`config.mk`:
```
export PLATFORM = sky130hd
export DESIGN_NAME = brc_ctrl
export DESIGN_NICKNAME = d
export VERILOG_FILES = /design/src/hw/rtl/brc_pkg.sv /design/src/hw/rtl/brc_ctrl.sv
export SDC_FILE = /design/constraint.sdc
export NUM_CORES = 1
export LEC_CHECK = 0
export ABC_AREA = 1
export BUFFER_PORTS_ARGS = -buffer_cell sky130_fd_sc_hd__buf_2
export CORE_AREA = 2 2 39 41
export CTS_BUF_LIST = sky130_fd_sc_hd__clkbuf_2
export CTS_CLUSTER_DIAMETER = 80
export DETAILED_ROUTE_END_ITERATION = 10
export DIE_AREA = 0 0 41 43
export PLACE_DENSITY = 0.64
export SETUP_SLACK_MARGIN = 0.1
export SLEW_MARGIN = 20
export SYNTH_ARGS = -nofsm -noshare
export SYNTH_HDL_FRONTEND = slang
export SYNTH_SLANG_ARGS = --single-unit
```
`constraint.sdc`:
```
create_clock -name clk -period 2.17 [get_ports clk]
set_clock_uncertainty 0.1 [all_clocks]
set_input_delay 0.434 -clock clk [delete_from_list [all_inputs] [get_ports clk]]
set_output_delay 0.434 -clock clk [all_outputs]
set_load 0.05 [all_outputs]
```
`src/hw/rtl/brc_pkg.sv`:
```
// ----------------------------------------------------------------------------
// brc_pkg - shared types and constants of the operation result cache
// Holds item kind codes, controller states and the command and status
// bundles that pass between the controller and the datapath.
// ----------------------------------------------------------------------------
package brc_pkg;

  localparam int KIND_BITS        = 2;
  localparam int PORT_HANDLE_BITS = 32;
  localparam int IDX_BITS         = 16;
  localparam int OP_BITS          = 8;
  localparam int LEN_BITS         = 11;
  localparam int SLOT_BITS        = 10;
  localparam int SUM_BITS         = 40;
  localparam int DIV_CNT_BITS     = 6;
  localparam int HIGH_SHIFT       = 4;
  localparam int LOW_SHIFT        = 5;

  localparam logic [LEN_BITS-1:0] TABLE_LENGTH_RESET = 11'd1024;

  localparam logic [KIND_BITS-1:0] KIND_LOOKUP = 2'd0;
  localparam logic [KIND_BITS-1:0] KIND_INSERT = 2'd1;
  localparam logic [KIND_BITS-1:0] KIND_CLEAR  = 2'd2;

  typedef enum logic [2:0] {
    ST_INIT,
    ST_IDLE,
    ST_TOTAL,
    ST_DIV,
    ST_ACCESS,
    ST_CLEAR,
    ST_DONE
  } state_t;

  typedef enum logic [1:0] {
    RES_NONE,
    RES_LOOKUP,
    RES_INSERT
  } res_sel_t;

  typedef struct packed {
    logic     capture;
    logic     div_start;
    logic     div_step;
    logic     mem_read;
    logic     mem_write;
    logic     sweep;
    logic     load_out;
    res_sel_t out_sel;
  } cmd_t;

  typedef struct packed {
    logic div_last;
    logic sweep_last;
  } status_t;

endpackage

```
`src/hw/rtl/brc_ctrl.sv`:
```
// ----------------------------------------------------------------------------
// brc_ctrl - sequencing state machine of the operation result cache
// Steps each item through hashing, the serial remainder, the memory access
// and the result register; runs the clearing sweep.
// ----------------------------------------------------------------------------
module brc_ctrl (
  input  logic                           clk,
  input  logic                           rst,
  input  logic                           in_valid,
  output logic                           in_ready,
  input  logic [brc_pkg::KIND_BITS-1:0]  kind,
  output logic                           out_valid,
  input  logic                           out_ready,
  output brc_pkg::cmd_t                  cmd,
  input  brc_pkg::status_t               status
);

  brc_pkg::state_t   state;
  brc_pkg::state_t   state_next;
  brc_pkg::res_sel_t res_sel;
  brc_pkg::res_sel_t res_sel_next;
  logic              out_valid_next;
  logic              accept;
  logic              out_free;

  assign accept   = in_valid && in_ready;
  assign out_free = !out_valid || out_ready;

  always_comb begin
    state_next = state;
    case (state)
      brc_pkg::ST_INIT: begin
        if (status.sweep_last) state_next = brc_pkg::ST_IDLE;
      end
      brc_pkg::ST_IDLE: begin
        if (accept) begin
          case (kind)
            brc_pkg::KIND_LOOKUP, brc_pkg::KIND_INSERT: state_next = brc_pkg::ST_TOTAL;
            brc_pkg::KIND_CLEAR:                        state_next = brc_pkg::ST_CLEAR;
            default:                                    state_next = brc_pkg::ST_DONE;
          endcase
        end
      end
      brc_pkg::ST_TOTAL:  state_next = brc_pkg::ST_DIV;
      brc_pkg::ST_DIV: begin
        if (status.div_last) state_next = brc_pkg::ST_ACCESS;
      end
      brc_pkg::ST_ACCESS: state_next = brc_pkg::ST_DONE;
      brc_pkg::ST_CLEAR: begin
        if (status.sweep_last) state_next = brc_pkg::ST_DONE;
      end
      brc_pkg::ST_DONE: begin
        if (out_free) state_next = brc_pkg::ST_IDLE;
      end
      default:            state_next = brc_pkg::ST_INIT;
    endcase
  end

  always_comb begin
    in_ready      = (state == brc_pkg::ST_IDLE);
    cmd           = '0;
    cmd.out_sel   = res_sel;
    cmd.capture   = accept;
    res_sel_next  = res_sel;
    if (accept) begin
      case (kind)
        brc_pkg::KIND_LOOKUP: res_sel_next = brc_pkg::RES_LOOKUP;
        brc_pkg::KIND_INSERT: res_sel_next = brc_pkg::RES_INSERT;
        default:              res_sel_next = brc_pkg::RES_NONE;
      endcase
    end
    case (state)
      brc_pkg::ST_INIT:   cmd.sweep     = 1'b1;
      brc_pkg::ST_CLEAR:  cmd.sweep     = 1'b1;
      brc_pkg::ST_TOTAL:  cmd.div_start = 1'b1;
      brc_pkg::ST_DIV:    cmd.div_step  = 1'b1;
      brc_pkg::ST_ACCESS: begin
        cmd.mem_write = (res_sel == brc_pkg::RES_INSERT);
        cmd.mem_read  = (res_sel != brc_pkg::RES_INSERT);
      end
      brc_pkg::ST_DONE:   cmd.load_out  = out_free;
      default:            cmd.sweep     = 1'b0;
    endcase
    if (cmd.load_out) begin
      out_valid_next = 1'b1;
    end else if (out_ready) begin
      out_valid_next = 1'b0;
    end else begin
      out_valid_next = out_valid;
    end
  end

  always_ff @(posedge clk) begin
    if (rst) begin
      state     <= brc_pkg::ST_INIT;
      res_sel   <= brc_pkg::RES_NONE;
      out_valid <= 1'b0;
    end else begin
      state     <= state_next;
      res_sel   <= res_sel_next;
      out_valid <= out_valid_next;
    end
  end

endmodule

```
==> metrics.md <==
| Metric | Value |
|---|---|
| Status | `complete, no violations` |
| Clock sink total | `6` |
| Crit path max fanout | `5` |
| Worst IR Drop VDD | `around 0.00051 V` |
| Synth top area cells | `dfxtp_1 (27%), nand2_1 (13%), inv_1 (9.4%), nor2_1 (8.5%), a21oi_1 (6.8%)` |
| Htree depth | `1` |
| Psw | `438 uW` |
| Worst path cell trace | `inv_2, nor2_1, nand2_1, a21oi_2, buf_2` |
| Leading area contributor after synthesis | `dfxtp_1` |
| Clk pwr share | `9.9%` |
| Port Buffers | `18` |
| Layout Cells excl Fill | `roughly 110` |
| Total die area | `0.00176 mm^2` |
| Seq/Total Area, Yosys | `27.4%` |
| Commonest cells in the netlist | `nand2_1 (15), inv_1 (11), nor2_1 (10)` |
| Syn_nets | `between 70 and 80` |
| Final Max Slew Viols | `0` |
| Seq cells post-synth | `6` |
| Latest clock arrival within the worst-skew pair | `220 ps` |
| Initial antenna violation count | `0` |
| Critical Path Sink Type | `output port` |
| WL final | `947 um` |
| Total Neg Setup Slack | `0 ps` |
| Synth Area in Compound Gates | `under 10%` |
| DR vias/cell | `4.55` |
| Slew @ Worst Pin | `317 ps` |
| I/O pins | `19` |
| Post-Synth Simple-Gate Area | `47.6%` |
| Register share of total power | `between 20 and 25%` |
| Period utilisation layout | `86.5%` |
| Worst Path Required | `1640 ps` |
| CTS Root Cell | `clkbuf_2` |
| Top-count cell post-synth | `nand2_1` |
| CTS tree | `done` |
| Setup crit start kind | `flip-flop` |
| Xor/xnor share of the synthesized area | `0%` |
| Vias in the first global route | `430` |
| Combinational family with the most area after synthesis | `simple AND/OR/NAND/NOR gates` |
| Worst slew margin | `78.8%` |
| ANT cells | `0` |
| Synth warnings | `0` |
| Layout area overhead | `25.9%` |
| First-pass GRT wire length | `1520 um` |
| Fin crit period | `between 1500 and 2000 ps` |
| P_leak | `0.322 nW` |
| Syn Inst Count | `71` |
| Share of cells above drive strength 1 | `between 30% and 40%` |
| CP max stage delay | `between 400 and 500 ps` |
| WP buf/inv | `2` |
| Antenna Violating Nets Remaining | `0` |
| Row cnt | `14` |
| Pwr dens | `1350 mW/mm^2` |
| Largest net degree at the start of global routing | `8` |
| Pre-Repair DR Iteration Count | `5` |
| Grt ovf | `0` |
| Switching portion of total power | `58.5%` |
| CTS Hold Buffers Added | `0` |
| Max-capacitance violation count | `0` |
| Overall Global Routing Usage | `12.7%` |
| CTS resizes | `0` |
| Ys async rst share | `0%` |
| Post-synthesis mux area share | `0%` |
| Fraction of the mapped netlist area in adder cells | `0%` |
| Starting Density | `between 30% and 40%` |
| Post-CTS setup buffer count | `0` |
| Clock-pin transition on the worst setup and hold timing paths | `50 ps` |
| DR iter-0 viols | `12` |
| Yosys top cell area share | `27.4%` |
| RSZ-0062 raised after global routing | `no` |
| DRC errors left | `0` |
| Die width | `41 um` |
| Highest Clock Rate | `0.533 GHz` |
| Distinct cells, synth | `17` |
| Internal power | `311 uW` |
| Synth Flop Type | `dfxtp_1` |
| RD Place Congestion | `0.826` |
| Total core area | `around 0.0014 mm^2` |
| # nets final | `100` |
| # setup viols final | `0` |
| Combinational cell fraction of total power | `between 60 and 70%` |
| Cts bufs inserted | `3` |
| Crit path DAT | `1340 ps` |
| DIE HEIGHT | `43 um` |
| Setup CP Type | `reg2out` |
| R2R Setup Slk | `790 ps` |
| Placed Cells | `103` |
| Drt wl/cell | `8.93 um` |
| Average cell area after synthesis | `6.19 um^2` |
| Final Hold Viols | `0` |
| Clk buf depth | `2` |
| Number of synthesized flops with an enable pin | `0` |
| CP top delay family | `flip-flops` |
| Cell with the largest stage delay on the worst path | `dfxtp_1` |
| HP Class | `in2reg` |
| Vias | `482` |
| Area of the mapped netlist | `about 440 um^2` |
| HPWL after DPL | `around 810 um` |
## placed cells by master, fill, tap and decap left out, drive strengths merged
cell type	n
nand3	5
clkbuf	3
dfxtp	6
a211oi	1
nand3b	1
nand4	2
and3	1
buf	18
a21oi	6
nand2	18
inv	14
nor3	1
nor2	14
## per-stage QoR
stage | hold WS (ps) | power [mW] | setup WS [ps] | instance area (um^2) | util [%]
2_1_floorplan | 403 | 0.591 | 199 | 443 | -
3_3_place_gp | 396 | 0.679 | 556 | 538 | 38.9
3_5_place_dp | 411 | 0.681 | 535 | 538 | 38.9
4_1_cts | 328 | 0.759 | 292 | 553 | 40.0
5_1_grt | 340 | 0.815 | 177 | 553 | 40.0
6_report | 333 | 0.749 | 293 | 553 | 40.0
## area by class of cell
class | instances | area [um^2]
inverter | 14 | 52.6
multi-input combinational | 49 | 255
fill | 157 | 831
tap | 16 | 20.0
clock buffer | 3 | 15.0
sequential | 6 | 120
timing repair buffer | 18 | 90.1
## cells by family after synthesis
kind of cell / count (synthesis)
compound gates: 7
buf+inv: 16
flops: 6
simple gates: 42
## worst paths after layout
check | from | endpoint | cells after the start
worst min register to register | res_sel[1]$_SDFFE_PP0P_ | res_sel[1]$_SDFFE_PP0P_ | 2
worst max-delay path | state[2]$_SDFFE_PP0P_ | cmd[5] | 5
worst max register to register | state[1]$_SDFFE_PP0P_ | state[0]$_SDFFE_PP0P_ | 6
worst min-delay path | rst | out_valid$_SDFFE_PP0P_ | 2
## power by group through the flow
| stage | clock (mW) | combinational, mW | sequential [mW] |
|---|---|---|---|
| 2_1_floorplan | 0 | 0.390 | 0.201 |
| 3_3_place_gp | 0 | 0.499 | 0.180 |
| 3_5_place_dp | 0 | 0.501 | 0.180 |
| 4_1_cts | 0.0788 | 0.502 | 0.178 |
| 5_1_grt | 0.0852 | 0.547 | 0.183 |
| 6_report | 0.0739 | 0.495 | 0.180 |
## metal layers
metal  vias to the layer above  wire [um]  GRT usage [%]  share of wire [%]
li1                        256          -              -                  -
met1                       207        411           14.3                 43
met2                        19        471           20.0                 50
met3                         0         64           4.71                6.8
met4                         0          0           6.00                  0
met5                         -          0              0                  0
## registers in the layout, summed over array words and instances (netlist names)
signal,cells
res_sel,2
state,3
out_valid,1
No activity file was read; power rests on OpenSTA's default activity.
